$ cat config.mk
export PLATFORM = sky130hd
export DESIGN_NAME = link_quality_score_smoother_core
export DESIGN_NICKNAME = d
export VERILOG_FILES = /design/src/design/lqss_pkg.sv /design/src/design/link_quality_score_smoother_core.sv
export SDC_FILE = /design/constraint.sdc
export NUM_CORES = 2
export LEC_CHECK = 0
export BUFFER_PORTS_ARGS = -buffer_cell sky130_fd_sc_hd__buf_4
export CAP_MARGIN = 15
export CELL_PAD_IN_SITES_DETAIL_PLACEMENT = 1
export CELL_PAD_IN_SITES_GLOBAL_PLACEMENT = 1
export CORE_MARGIN = 5
export CORE_UTILIZATION = 53
export DETAILED_ROUTE_END_ITERATION = 10
export PLACE_DENSITY_LB_ADDON = 0.1
export SYNTH_ARGS = -nofsm -noshare
export SYNTH_HDL_FRONTEND = slang
export SYNTH_SLANG_ARGS = --single-unit
$ cat constraint.sdc
create_clock -name clock -period 22.4 [get_ports clock]
set_input_delay 3.36 -clock clock [delete_from_list [all_inputs] [get_ports clock]]
set_output_delay 3.36 -clock clock [all_outputs]
set_load 0.05 [all_outputs]
$ cat src/design/lqss_pkg.sv
// Shared types, constants and microcode program for the link quality score smoother.
// Used by link_quality_score_smoother_core; no other dependencies.
package lqss_pkg;

   // Width of a metric numerator once it is known to be below its span
   localparam int NUM_W = 14;

   // Normalization anchors, in input units
   localparam logic [NUM_W-1:0] TP_SPAN   = 14'd3200;
   localparam logic [NUM_W-1:0] RTT_TOP   = 14'd12800;
   localparam logic [NUM_W-1:0] RTT_SPAN  = 14'd12640;
   localparam logic [NUM_W-1:0] LOSS_TOP  = 14'd7680;
   localparam logic [NUM_W-1:0] LOSS_SPAN = 14'd7680;
   localparam logic [NUM_W-1:0] JIT_TOP   = 14'd3200;
   localparam logic [NUM_W-1:0] JIT_SPAN  = 14'd3200;

   // Metric slots
   localparam logic [1:0] M_TP   = 2'd0;
   localparam logic [1:0] M_RTT  = 2'd1;
   localparam logic [1:0] M_LOSS = 2'd2;
   localparam logic [1:0] M_JIT  = 2'd3;

   // CSR indexes
   localparam logic [2:0] CSR_WEIGHT_SET   = 3'd0;
   localparam logic [2:0] CSR_ALPHA        = 3'd1;
   localparam logic [2:0] CSR_PENALTY      = 3'd2;
   localparam logic [2:0] CSR_MIN_CONF     = 3'd3;
   localparam logic [2:0] CSR_CONF_CAP     = 3'd4;
   localparam logic [2:0] CSR_MODE         = 3'd5;

   localparam logic [63:0] WEIGHT_SET_RST = 64'h2000_2000_2000_2000;

   // Multiplier operand selects
   localparam logic [2:0] MOP_NONE  = 3'd0;
   localparam logic [2:0] MOP_EST   = 3'd1;  // numerator * reciprocal
   localparam logic [2:0] MOP_CHK   = 3'd2;  // estimated quotient * span
   localparam logic [2:0] MOP_WGT   = 3'd3;  // weight * normalized value
   localparam logic [2:0] MOP_ALPHA = 3'd4;  // alpha * raw
   localparam logic [2:0] MOP_BETA  = 3'd5;  // (1 - alpha) * previous

   // Accumulator ops
   localparam logic [1:0] AOP_HOLD  = 2'd0;
   localparam logic [1:0] AOP_CLEAR = 2'd1;
   localparam logic [1:0] AOP_ADD   = 2'd2;

   localparam int PC_W = 5;
   localparam logic [PC_W-1:0] UC_LAST_STEP = 5'd21;

   typedef struct packed {
      logic              sat;
      logic [NUM_W-1:0]  num;
   } metric_prep_type;

   typedef struct packed {
      logic [2:0]       mop;
      logic [1:0]       msel;
      logic [1:0]       aop;
      logic             fix_en;
      logic             raw_en;
      logic             skip_en;   // jump when no averaging is needed
      logic [PC_W-1:0]  target;
      logic             fin;
   } ucode_type;

   // Falling map: x at or above top gives zero, span or more below top saturates
   function automatic metric_prep_type prep_falling(input logic [15:0] x,
                                                    input logic [NUM_W-1:0] top,
                                                    input logic [NUM_W-1:0] span);
      metric_prep_type p;
      logic [15:0]     d;
      d = 16'(top) - x;
      p.sat = 1'b0;
      p.num = '0;
      if (x < 16'(top)) begin
         p.sat = d >= 16'(span);
         p.num = d[NUM_W-1:0];
      end
      return p;
   endfunction

   function automatic metric_prep_type prep_rising(input logic [15:0] x,
                                                   input logic [NUM_W-1:0] span);
      metric_prep_type p;
      p.sat = x >= 16'(span);
      p.num = x[NUM_W-1:0];
      return p;
   endfunction

   function automatic logic [NUM_W-1:0] span_of(input logic [1:0] m);
      logic [NUM_W-1:0] s;
      case (m)
         M_TP:    s = TP_SPAN;
         M_RTT:   s = RTT_SPAN;
         M_LOSS:  s = LOSS_SPAN;
         M_JIT:   s = JIT_SPAN;
         default: s = TP_SPAN;
      endcase
      return s;
   endfunction

   function automatic ucode_type uc_word(input logic [2:0] mop, input logic [1:0] msel,
                                         input logic [1:0] aop, input logic fix_en,
                                         input logic raw_en, input logic skip_en,
                                         input logic fin);
      ucode_type w;
      w.mop     = mop;
      w.msel    = msel;
      w.aop     = aop;
      w.fix_en  = fix_en;
      w.raw_en  = raw_en;
      w.skip_en = skip_en;
      w.target  = UC_LAST_STEP;
      w.fin     = fin;
      return w;
   endfunction

   // Program: per metric estimate, check, fix, weight; then raw, average, finish.
   // The accumulate of each weighted product rides on the next step.
   function automatic ucode_type ucode_rom(input logic [PC_W-1:0] pc);
      ucode_type w;
      case (pc)
         5'd0:    w = uc_word(MOP_EST,   M_TP,   AOP_CLEAR, 1'b0, 1'b0, 1'b0, 1'b0);
         5'd1:    w = uc_word(MOP_CHK,   M_TP,   AOP_HOLD,  1'b0, 1'b0, 1'b0, 1'b0);
         5'd2:    w = uc_word(MOP_NONE,  M_TP,   AOP_HOLD,  1'b1, 1'b0, 1'b0, 1'b0);
         5'd3:    w = uc_word(MOP_WGT,   M_TP,   AOP_HOLD,  1'b0, 1'b0, 1'b0, 1'b0);
         5'd4:    w = uc_word(MOP_EST,   M_RTT,  AOP_ADD,   1'b0, 1'b0, 1'b0, 1'b0);
         5'd5:    w = uc_word(MOP_CHK,   M_RTT,  AOP_HOLD,  1'b0, 1'b0, 1'b0, 1'b0);
         5'd6:    w = uc_word(MOP_NONE,  M_RTT,  AOP_HOLD,  1'b1, 1'b0, 1'b0, 1'b0);
         5'd7:    w = uc_word(MOP_WGT,   M_RTT,  AOP_HOLD,  1'b0, 1'b0, 1'b0, 1'b0);
         5'd8:    w = uc_word(MOP_EST,   M_LOSS, AOP_ADD,   1'b0, 1'b0, 1'b0, 1'b0);
         5'd9:    w = uc_word(MOP_CHK,   M_LOSS, AOP_HOLD,  1'b0, 1'b0, 1'b0, 1'b0);
         5'd10:   w = uc_word(MOP_NONE,  M_LOSS, AOP_HOLD,  1'b1, 1'b0, 1'b0, 1'b0);
         5'd11:   w = uc_word(MOP_WGT,   M_LOSS, AOP_HOLD,  1'b0, 1'b0, 1'b0, 1'b0);
         5'd12:   w = uc_word(MOP_EST,   M_JIT,  AOP_ADD,   1'b0, 1'b0, 1'b0, 1'b0);
         5'd13:   w = uc_word(MOP_CHK,   M_JIT,  AOP_HOLD,  1'b0, 1'b0, 1'b0, 1'b0);
         5'd14:   w = uc_word(MOP_NONE,  M_JIT,  AOP_HOLD,  1'b1, 1'b0, 1'b0, 1'b0);
         5'd15:   w = uc_word(MOP_WGT,   M_JIT,  AOP_HOLD,  1'b0, 1'b0, 1'b0, 1'b0);
         5'd16:   w = uc_word(MOP_NONE,  M_TP,   AOP_ADD,   1'b0, 1'b0, 1'b0, 1'b0);
         5'd17:   w = uc_word(MOP_NONE,  M_TP,   AOP_HOLD,  1'b0, 1'b1, 1'b1, 1'b0);
         5'd18:   w = uc_word(MOP_ALPHA, M_TP,   AOP_CLEAR, 1'b0, 1'b0, 1'b0, 1'b0);
         5'd19:   w = uc_word(MOP_BETA,  M_TP,   AOP_ADD,   1'b0, 1'b0, 1'b0, 1'b0);
         5'd20:   w = uc_word(MOP_NONE,  M_TP,   AOP_ADD,   1'b0, 1'b0, 1'b0, 1'b0);
         5'd21:   w = uc_word(MOP_NONE,  M_TP,   AOP_HOLD,  1'b0, 1'b0, 1'b0, 1'b1);
         default: w = uc_word(MOP_NONE,  M_TP,   AOP_HOLD,  1'b0, 1'b0, 1'b0, 1'b1);
      endcase
      return w;
   endfunction

endpackage

$ cat src/design/link_quality_score_smoother_core.sv
// Link quality score smoother: microcoded datapath with one shared multiplier.
// Requests are refused (req_stall) while a program run is busy. The program
// steps one control word per cycle through the single multiplier, except that
// the finish step waits while an earlier response is still stalled. Averaging
// is skipped on the first request, or when smoothing is off.
// Reset (synchronous): sequencer idle, CSRs to defaults, average unseeded and zero.
module link_quality_score_smoother_core
   import lqss_pkg::*;
#(
   parameter int SCORE_FRAC_BITS = 16
) (
   input  logic        clock,
   input  logic        reset,
   input  logic        req_valid,
   output logic        req_stall,
   input  logic [15:0] req_mean_throughput,
   input  logic [15:0] req_mean_rtt,
   input  logic [14:0] req_mean_loss,
   input  logic [15:0] req_mean_jitter,
   input  logic [16:0] req_confidence_level,
   output logic        rsp_valid,
   input  logic        rsp_stall,
   output logic [16:0] rsp_raw_score,
   output logic [16:0] rsp_smoothed_out,
   output logic [16:0] rsp_used_score,
   output logic        rsp_low_confidence,
   input  logic        csr_wr_en,
   input  logic [2:0]  csr_index,
   input  logic [63:0] csr_wr_data
);

   localparam int SW = (SCORE_FRAC_BITS + 1 > 17) ? SCORE_FRAC_BITS + 1 : 17;
   localparam int MA = (SCORE_FRAC_BITS + 3 > 17) ? SCORE_FRAC_BITS + 3 : 17;
   localparam int PW = MA + SW;
   localparam int AW = PW + 2;
   localparam int RW = NUM_W + SCORE_FRAC_BITS;
   localparam logic [SW-1:0] ONE_VAL = SW'(1) << SCORE_FRAC_BITS;

   // floor(2^(F+14)/span): quotient estimate is exact or one low for num < span
   localparam logic [MA-1:0] R_TP   = MA'((64'd1 << RW) / TP_SPAN);
   localparam logic [MA-1:0] R_RTT  = MA'((64'd1 << RW) / RTT_SPAN);
   localparam logic [MA-1:0] R_LOSS = MA'((64'd1 << RW) / LOSS_SPAN);
   localparam logic [MA-1:0] R_JIT  = MA'((64'd1 << RW) / JIT_SPAN);

   // CSRs
   logic [63:0] weight_set_ff;
   logic [16:0] alpha_ff, penalty_ff, min_conf_ff, cap_ff;
   logic [2:0]  mode_ff;

   // sequencer
   logic            busy_ff, busy_in;
   logic [PC_W-1:0] pc_ff, pc_in;
   ucode_type       uc;
   logic            hold, step_go, req_take, rsp_take, skip_cond;

   // datapath
   logic [NUM_W-1:0] num_ff [4];
   logic [3:0]       sat_ff;
   logic [16:0]      conf_ff;
   logic [PW-1:0]    prod_ff, prod_in;
   logic [AW-1:0]    acc_ff, acc_in;
   logic [SW-1:0]    q_ff, norm_ff, norm_in, raw_ff, raw_in;
   logic [SW-1:0]    smooth_ff, smooth_in;
   logic             seeded_ff;

   logic [MA-1:0]    mul_a, recip;
   logic [SW-1:0]    mul_b, q_est, alpha_sat;
   logic [NUM_W-1:0] span, num_sel;
   logic [RW-1:0]    rem;
   logic [AW-1:0]    raw_wide;
   logic [SW-1:0]    ema, pen, e_val, cap, cand;
   logic             conf_is_low;

   // output register
   logic        rsp_valid_ff, rsp_valid_in;
   logic [16:0] rsp_raw_ff, rsp_smooth_ff, rsp_used_ff;
   logic        rsp_low_ff;

   metric_prep_type prep_tp, prep_rtt, prep_loss, prep_jit;

   assign uc        = ucode_rom(pc_ff);
   assign hold      = busy_ff && uc.fin && rsp_valid_ff && rsp_stall;
   assign step_go   = busy_ff && !hold;
   assign req_stall = busy_ff;
   assign req_take  = req_valid && !busy_ff;
   assign rsp_take  = rsp_valid_ff && !rsp_stall;
   assign skip_cond = !seeded_ff || !mode_ff[0];

   assign prep_tp   = prep_rising(req_mean_throughput, TP_SPAN);
   assign prep_rtt  = prep_falling(req_mean_rtt, RTT_TOP, RTT_SPAN);
   assign prep_loss = prep_falling({1'b0, req_mean_loss}, LOSS_TOP, LOSS_SPAN);
   assign prep_jit  = prep_falling(req_mean_jitter, JIT_TOP, JIT_SPAN);

   // ---------------- CSRs ----------------
   always_ff @(posedge clock) begin
      if (reset) begin
         weight_set_ff <= WEIGHT_SET_RST;
         alpha_ff      <= 17'd16384;
         penalty_ff    <= 17'd0;
         min_conf_ff   <= 17'd32768;
         cap_ff        <= 17'd65536;
         mode_ff       <= 3'd1;
      end else if (csr_wr_en) begin
         case (csr_index)
            CSR_WEIGHT_SET:   weight_set_ff <= csr_wr_data;
            CSR_ALPHA:        alpha_ff      <= csr_wr_data[16:0];
            CSR_PENALTY:      penalty_ff    <= csr_wr_data[16:0];
            CSR_MIN_CONF:     min_conf_ff   <= csr_wr_data[16:0];
            CSR_CONF_CAP:     cap_ff        <= csr_wr_data[16:0];
            CSR_MODE:         mode_ff       <= csr_wr_data[2:0];
            default: ;
         endcase
      end
   end

   // ---------------- sequencer ----------------
   always_comb begin
      busy_in = busy_ff;
      pc_in   = pc_ff;
      if (req_take) begin
         busy_in = 1'b1;
         pc_in   = '0;
      end else if (step_go) begin
         if (uc.fin) begin
            busy_in = 1'b0;
         end else if (uc.skip_en && skip_cond) begin
            pc_in = uc.target;
         end else begin
            pc_in = pc_ff + 1'b1;
         end
      end
   end

   always_ff @(posedge clock) begin
      if (reset) begin
         busy_ff <= 1'b0;
         pc_ff   <= '0;
      end else begin
         busy_ff <= busy_in;
         pc_ff   <= pc_in;
      end
   end

   // ---------------- shared multiplier ----------------
   assign alpha_sat = (SW'(alpha_ff) > ONE_VAL) ? ONE_VAL : SW'(alpha_ff);
   assign q_est     = prod_ff[NUM_W +: SW];
   assign span      = span_of(uc.msel);
   assign num_sel   = num_ff[uc.msel];

   always_comb begin
      case (uc.msel)
         M_TP:    recip = R_TP;
         M_RTT:   recip = R_RTT;
         M_LOSS:  recip = R_LOSS;
         M_JIT:   recip = R_JIT;
         default: recip = R_TP;
      endcase
   end

   always_comb begin
      mul_a = '0;
      mul_b = '0;
      case (uc.mop)
         MOP_EST: begin
            mul_a = recip;
            mul_b = SW'(num_sel);
         end
         MOP_CHK: begin
            mul_a = MA'(q_est);
            mul_b = SW'(span);
         end
         MOP_WGT: begin
            mul_a = MA'(weight_set_ff[16*uc.msel +: 16]);
            mul_b = norm_ff;
         end
         MOP_ALPHA: begin
            mul_a = MA'(alpha_sat);
            mul_b = raw_ff;
         end
         MOP_BETA: begin
            mul_a = MA'(ONE_VAL - alpha_sat);
            mul_b = smooth_ff;
         end
         default: ;
      endcase
      prod_in = {{SW{1'b0}}, mul_a} * {{MA{1'b0}}, mul_b};
   end

   // remainder of num*ONE - q_est*span lies in [0, 2*span)
   assign rem     = {num_sel, {SCORE_FRAC_BITS{1'b0}}} - prod_ff[RW-1:0];
   assign norm_in = sat_ff[uc.msel] ? ONE_VAL :
                    (rem >= RW'(span)) ? q_ff + 1'b1 : q_ff;

   always_comb begin
      case (uc.aop)
         AOP_CLEAR: acc_in = '0;
         AOP_ADD:   acc_in = acc_ff + AW'(prod_ff);
         default:   acc_in = acc_ff;
      endcase
   end

   assign raw_wide = acc_ff >> 15;
   assign raw_in   = (raw_wide > AW'(ONE_VAL)) ? ONE_VAL : raw_wide[SW-1:0];

   // ---------------- finish: penalty, seed, cap ----------------
   always_comb begin
      ema   = acc_ff[SCORE_FRAC_BITS +: SW];
      pen   = SW'(penalty_ff);
      cap   = SW'(cap_ff);
      e_val = ema;
      if (mode_ff[1] && raw_ff < smooth_ff) begin
         e_val = (ema > pen) ? ema - pen : '0;
      end
      if (e_val > ONE_VAL) begin
         e_val = ONE_VAL;
      end
      smooth_in   = skip_cond ? raw_ff : e_val;
      cand        = mode_ff[0] ? smooth_in : raw_ff;
      conf_is_low = conf_ff < min_conf_ff;
      if (mode_ff[2] && conf_is_low && cand > cap) begin
         cand = cap;
      end
   end

   // ---------------- datapath registers ----------------
   always_ff @(posedge clock) begin
      if (req_take) begin
         num_ff[M_TP]   <= prep_tp.num;
         num_ff[M_RTT]  <= prep_rtt.num;
         num_ff[M_LOSS] <= prep_loss.num;
         num_ff[M_JIT]  <= prep_jit.num;
         sat_ff         <= {prep_jit.sat, prep_loss.sat, prep_rtt.sat, prep_tp.sat};
         conf_ff        <= req_confidence_level;
      end
      if (step_go) begin
         if (uc.mop != MOP_NONE) begin
            prod_ff <= prod_in;
         end
         if (uc.mop == MOP_CHK) begin
            q_ff <= q_est;
         end
         if (uc.fix_en) begin
            norm_ff <= norm_in;
         end
         if (uc.raw_en) begin
            raw_ff <= raw_in;
         end
         acc_ff <= acc_in;
      end
      if (step_go && uc.fin) begin
         rsp_raw_ff    <= raw_ff[16:0];
         rsp_smooth_ff <= smooth_in[16:0];
         rsp_used_ff   <= cand[16:0];
         rsp_low_ff    <= conf_is_low;
      end
   end

   always_ff @(posedge clock) begin
      if (reset) begin
         seeded_ff <= 1'b0;
         smooth_ff <= '0;
      end else if (step_go && uc.fin) begin
         seeded_ff <= 1'b1;
         smooth_ff <= smooth_in;
      end
   end

   assign rsp_valid_in = (step_go && uc.fin) ? 1'b1 : (rsp_take ? 1'b0 : rsp_valid_ff);

   always_ff @(posedge clock) begin
      if (reset) begin
         rsp_valid_ff <= 1'b0;
      end else begin
         rsp_valid_ff <= rsp_valid_in;
      end
   end

   assign rsp_valid          = rsp_valid_ff;
   assign rsp_raw_score      = rsp_raw_ff;
   assign rsp_smoothed_out   = rsp_smooth_ff;
   assign rsp_used_score     = rsp_used_ff;
   assign rsp_low_confidence = rsp_low_ff;

`ifndef SYNTHESIS
   // a taken request starts the program at step zero
   a_start: assert property (@(posedge clock) disable iff (reset)
      req_valid && !req_stall |=> busy_ff && pc_ff == '0)
      else $error("request taken without starting the sequencer");

   // the running average never leaves 0..ONE
   a_smooth_range: assert property (@(posedge clock) disable iff (reset)
      smooth_ff <= ONE_VAL)
      else $error("smoothed score above one");

   // a result only appears at the end of a program run
   a_rsp_from_fin: assert property (@(posedge clock) disable iff (reset)
      $rose(rsp_valid_ff) |-> $past(busy_ff) && $past(uc.fin))
      else $error("response raised outside the finish step");

   // a pending response is never overwritten while stalled
   a_no_overrun: assert property (@(posedge clock) disable iff (reset)
      busy_ff && uc.fin && rsp_valid_ff && rsp_stall |=> busy_ff && $stable(pc_ff))
      else $error("finish step advanced over a stalled response");

   // the program counter stays inside the program
   a_pc_range: assert property (@(posedge clock) disable iff (reset)
      busy_ff |-> pc_ff <= UC_LAST_STEP)
      else $error("program counter out of range");
`endif

endmodule
# ---- Yosys cells after proc, flatten, opt, wreduce, memory -nomap -nowiden
# Memory sizes are Yosys's and may differ from the RTL's. A register that Yosys moved wholly into a read port is not among the register bits.
# Cells that the tools add are included.
dict set report word_totals {
  reg_bits 358
  wordCells 137
  ram_bits 56
  romBits 352
  n_memories 2
}
dict set report classes {
  n_shift 1
  muxes 28
  order_cmp 16
  reduce_logical 39
  multipliers 1
  n_addsub 9
  n_eq_ne 15
  bitwise_logic 1
}
# name depth width read_ports rd_clocked_by_memory_dff write_ports line
set mem_list {}
lappend mem_list {{(no name shown)} 32 11 1 1 0 lqss_pkg.sv:121} ;# case (pc)
lappend mem_list {num_ff 4 14 1 0 4 link_quality_score_smoother_core.sv:57} ;# logic [NUM_W-1:0] num_ff [4];
# op count
set op_table {}
lappend op_table {{2-to-1 mux 17 bit} 8}
lappend op_table {{one-hot mux 19 bit (5 select lines)} 1}
lappend op_table {{one-hot mux 17 bit (5 select lines)} 1}
lappend op_table {{one-hot mux 38 bit (2 select lines)} 1}
lappend op_table {{variable part select 64 x 7 -> 16 bit} 1}
lappend op_table {{one-hot mux 19 bit (3 select lines)} 1}
lappend op_table {{2-to-1 mux 14 bit} 3}
lappend op_table {{one-hot mux 14 bit (3 select lines)} 1}
lappend op_table {{adder 38 x 36 -> 38 bit} 1}
lappend op_table {{multiplier 19 x 17 -> 36 bit} 1}
lappend op_table {{> comparator 17 bit} 2}
lappend op_table {{> comparator 17 bit, second input constant} 2}
lappend op_table {{< comparator 17 bit} 2}
lappend op_table {{>= comparator 16 x 12 -> 1 bit, second input constant} 2}
lappend op_table {{>= comparator 30 x 14 -> 1 bit} 1}
lappend op_table {{subtractor 30 bit} 1}
lappend op_table {{AND reduction 2 bit} 13}
lappend op_table {{> comparator 23 x 17 -> 1 bit, second input constant} 1}
lappend op_table {{subtractor 17 x 17 -> 18 bit, first input constant} 1}
lappend op_table {{adder 17 x 1 -> 17 bit, second input constant} 1}
lappend op_table {{subtractor 17 bit} 1}
lappend op_table {{>= comparator 16 x 13 -> 1 bit, second input constant} 1}
lappend op_table {{>= comparator 16 x 14 -> 1 bit, second input constant} 1}
lappend op_table {{< comparator 16 x 12 -> 1 bit, second input constant} 1}
lappend op_table {{other kinds (24)} 61}

# ---- Depth between registers and ports, before layout
dict set report depth {
  ltp_word 10
  ltp_mapped 33
  mapped_depth_nobuf 32
}

# ---- Worst setup path after synthesis
# No wires, ideal clock.
dict set report synth_path {
  path_type {reg-to-reg}
  startpoint {register uc[11] (netlist name)}
  endpoint {register prod_ff[33], data pin}
  synth_period_minus_slack_ns 8.582
  n_path_buf 4
  path_slack_ns 13.818
  arrival_ns 8.316
  required_time_ns 22.135
  path_stages_with_launch 30
  path_cell_list {dfxtp_1 buf_2 buf_1 clkbuf_1 inv_1 ha_1 inv_1 nor4_1 clkbuf_1 a21oi_1 o221ai_1 nand2_1 fa_1 inv_1 fa_1 fa_1 fa_1 fa_1 inv_1 fa_1 inv_1 ha_1 and3_1 nand4_1 or4_1 a31oi_1 a21o_1 a31oi_1 nor4bb_1 or3_1}
}
dict set report synth_between {
  elab_chain_len 5
  word_cells_on_any_way 12
  cone_classes {mul (1); eq/ne (3); shift (1); mux (4); reduce/logical (2); memory (1)}
}
# item line
set synth_rtl {}
lappend synth_rtl {{branches (longest 4 deep; another with variable part select 64 x 7 -> 16 bit)} -}
lappend synth_rtl {{multiplier 19 x 17 -> 36 bit (*)} link_quality_score_smoother_core.sv:186} ;# prod_in = {{SW{1'b0}}, mul_a} * {{MA{1'b0}}, mul_b};
lappend synth_rtl {{via prod_in[33]} link_quality_score_smoother_core.sv:60} ;# logic [PW-1:0] prod_ff, prod_in;
lappend synth_rtl {{end signal: assignment} link_quality_score_smoother_core.sv:237} ;# prod_ff <= prod_in;
lappend synth_rtl {{end: declaration} link_quality_score_smoother_core.sv:60}
# Mark *: on every way through the listed nets, which the timed path passes. The select of a mux whose other input is x is not followed.
# A chain may end at the register's enable or synchronous reset.

# ---- Final worst setup path
dict set report layout_path {
  startpoint {register uc[11] (netlist name)}
  endpoint {register prod_ff[33], data pin}
}
dict set report layout_between {
  elab_chain_len 5
  word_cells_on_any_way 12
  cone_classes {mul (1); eq/ne (3); shift (1); mux (4); reduce/logical (2); memory (1)}
}
# item line
set layout_rtl {}
lappend layout_rtl {{branches (longest 4 deep; another with variable part select 64 x 7 -> 16 bit)} -}
lappend layout_rtl {{multiplier 19 x 17 -> 36 bit (*)} link_quality_score_smoother_core.sv:186}
lappend layout_rtl {{via prod_in[33]} link_quality_score_smoother_core.sv:60}
# Marks and branches as above.

==> flow_summary.ini <==
[cells_and_area]
multi_input_area_um2 = 20900
fillers = 7353
final-seq-area_um2 = 11000
nets = 4557
syn_to_final_growth_pct = 12.7
fin_area_um2 = 38500
drive_gt1_share_pct = 10.7

[clocking]
cts.sinks = 424
ctsRootBufferMaster = clkbuf_16
cts_made_buffers = 50
clock_latency_ns = 0.62
cts_tree = yes
path_clk_slew_ns = 0.06
cts_setup_buffers = 0
cts_resized = 0
hold_buffers = 0
clock_path_buffers = 3
htreeDepth = 2

[hold_path]
hp-class = flip-flop to flip-flop
min_to = pen[10]
hold_path_depth = 2
hp-start = pen[10]

[timing]
period_share_pct = 42.8
fin_crit_ns = 9.59
finalHoldViolations = 0
worst_pin_slew_ns = 1.28
skew_ns = 0.0423
max_freq_ghz = 0.104
setup_violations = 0
maxSlewViolCount = 0
fin_tns_setup_ns = 0
rsz0062_at_grt = no
slew_headroom_pct = 14.6

[synthesis]
synth_top_area_cell = edfxtp_1
muxShareOfSynthArea_pct = 3.81
synth-adder-area-share_pct = 24.1
synth_warnings = 0
syn_avg_cell_area_um2 = 9.16
synth_compound_area_share_pct = 13.3
synthSimpleGateAreaFrac_pct = 16.7
yosysUniqueCellTypes = 91
synth_edf_count = 254
syn_inst = 3729
synth_top_family_by_area = adder cells
synth_area_leaders = edfxtp_1 (22%), fa_1 (15%), dfxtp_1 (10%), ha_1 (9.1%), nand2_1 (6.6%)
yosysSeqAreaShare_pct = 32.3
ys_ff_latch = 424
synthArstFlopShare_pct = 0
synthFlopType = edfxtp_1
synthXorXnorAreaFrac_pct = 3.05
syn_area_um2 = 34200
post-synth-top-area-fraction_pct = 22.3

[power]
p_leak_nw = 16.2
combPwrFrac_pct = 59.7
pwr-share-clk_pct = 17.6
internal_power_mw = 2.58
share_seq_of_total_power_pct = 22.7
switchingPower_mw = 2.22
p_sw_share_pct = 46.2
power.density_nw_per_um2 = 125
ir_worst_vdd_uv = 219

[place]
place_area_um2 = 36700
gp_congestion = 0.975
dpl.hpwl_um = 95300
io_buffers = 205

[drt]
routed_wl_um = 123000
drc = 0
vias = 29300
drtPass1Iterations = 5
viasPerCell = 6.11
ant_nets = 0
wl_per_cell_um = 25.6
drt_iter0_markers = 2294

[global_routing]
met1_usage_pct = 43.8
grt_first_pass_wirelength_um = 187000
grt_util_met2_pct = 58.2
grt_max_degree = 90
globalRoute.busiestLayer = met2
antenna_found_initial = 4
grtUsageMet3_pct = 6.74
grt_overflow = 0
grt_pass1_vias = 31500
grt_util_all_layers_pct = 34.5

[floorplan]
dieArea_um2 = 69600
coreArea_um2 = 64100
num_rows = 93
die_y_um = 264
die_w_um = 264
start_util_pct = 53.3
io-pin-count = 206

[worst_setup_path]
crit_buf_inv = 8
worst_path_max_delay_cell = a21oi_1
required_ns = 22.74
cp.depth = 28
reg2reg_depth = 28
worst-r2r-setup-slack_ns = 12.81
end_kind = flip-flop
r2r-end = prod_ff[33]
crit_fanout = 37
critPathArrivalTime_ns = 9.93
rr_startpoint = uc[11]
critical_path_class = flip-flop to flip-flop
critPathTopFamily = adder cells
slowest_delay_ns = 0.97
start_kind = flip-flop

[outcome]
status = finished clean

[job]
max_cap_violations = 0
-- worst max path at each step --
stage,from,to
floorplan,uc[11],prod_ff[33]
global placement,uc[11],prod_ff[33]
detailed placement,uc[11],prod_ff[33]
CTS,uc[11],prod_ff[33]
global route,uc[11],prod_ff[33]
finish,uc[11],prod_ff[33]
-- registers in the layout (all words and copies together), names as in the netlist --
register,flops
rsp_low_confidence,1
pen,17
seeded_ff,1
mode_ff,3
req_stall,1
smooth_ff,17
q_ff,17
rsp_valid,1
pc_ff,5
rsp_used_score,17
raw_ff,17
conf_ff,17
prod_ff,36
sat_ff,4
acc_ff,38
uc,10
cap,17
norm_ff,17
min_conf_ff,17
alpha_ff,17
weight_set_ff,64
num_ff,56
rsp_raw_score,17
rsp_smoothed_out,17
-- cell usage in the layout (no fill, tap or decap), drive strengths merged, types with 25 or more instances in the layout --
master / synthesis / routed
nand2: 597 / 597
o31ai: 31 / 31
nor2b: 30 / 30
dfxtp: 170 / 170
xor2: 54 / 54
nand2b: 39 / 39
nand3: 50 / 50
mux2i: 42 / 42
a21oi: 252 / 252
o21ai: 113 / 113
buf: 23 / 259
clkbuf: 124 / 77
ha: 249 / 249
edfxtp: 254 / 254
o21a: 33 / 33
fa: 256 / 256
mux4: 28 / 28
nor3: 51 / 51
xnor2: 65 / 65
a21o: 45 / 45
inv: 455 / 458
nor2: 318 / 318
and2: 48 / 48
a221oi: 25 / 25
-- area by class of cell --
cell class	instances	area share (%)
inverter	456	4.45
antenna	2	0.0130
clock buffer	77	3.99
sequential	424	28.7
multi-input combinational	2709	54.4
clock inverter	17	0.504
timing repair buffer	259	5.23
tap	855	2.78
-- worst min-delay path, stage by stage, from the launching register on --
cell and delay, ns:
dfxtp_1 0.31, nand2_1 0.05, a21oi_1 0.05
-- power groups by stage --
stage	clock network, mW	registers, mW	logic (mW)
2_1_floorplan	0	1.02	1.98
3_3_place_gp	0	1.10	2.64
3_5_place_dp	0	1.10	2.80
4_1_cts	0.856	1.08	2.84
5_1_grt	0.890	1.09	3.17
6_report	0.847	1.09	2.87
-- cells by family (layout without fill, tap and decap cells) --
logic type | Yosys count | in the layout
xor gates and xnor gates | 119 | 119
muxes | 92 | 92
DFF | 424 | 424
other | 2 | 11
adders and majority gates | 505 | 505
and+or+nand+nor | 1282 | 1282
AOI/OAI and AO/OA | 702 | 702
buffers and inverters | 603 | 809
-- synthesized netlist by cell type, types with 33 or more instances --
library cell and n:
a21oi_1 252, a21o_1 45, o21ai_0 95, inv_1 455, nand2b_1 39, nand3_1 50, mux2i_1 42, and2_1 47
xnor2_1 65, clkbuf_1 124, nand2_1 597, nor2_1 318, fa_1 256, ha_1 249, nor3_1 51, o21a_1 33
dfxtp_1 170, edfxtp_1 254, xor2_1 54
-- stage by stage --
stage | instances | setup WS (ns) | utilization, % | power, mW | hold slack [ns]
2_1_floorplan | 3736 | 13.82 | - | 3.01 | 0.432
3_3_place_gp | 4698 | 13.28 | 57.2 | 3.74 | 0.439
3_5_place_dp | 4698 | 12.98 | 57.2 | 3.90 | 0.448
4_1_cts | 4792 | 12.93 | 59.9 | 4.78 | 0.456
5_1_grt | 4797 | 12.46 | 60.0 | 5.14 | 0.475
6_report | 4799 | 12.81 | 60.1 | 4.81 | 0.454
-- layer usage --
layer,up-vias,routed length (um)
met4,2,6110
met1,14800,48300
met3,345,9230
met5,-,13
met2,1157,59100
li1,13000,-
Power figures use the tool's default switching activity.
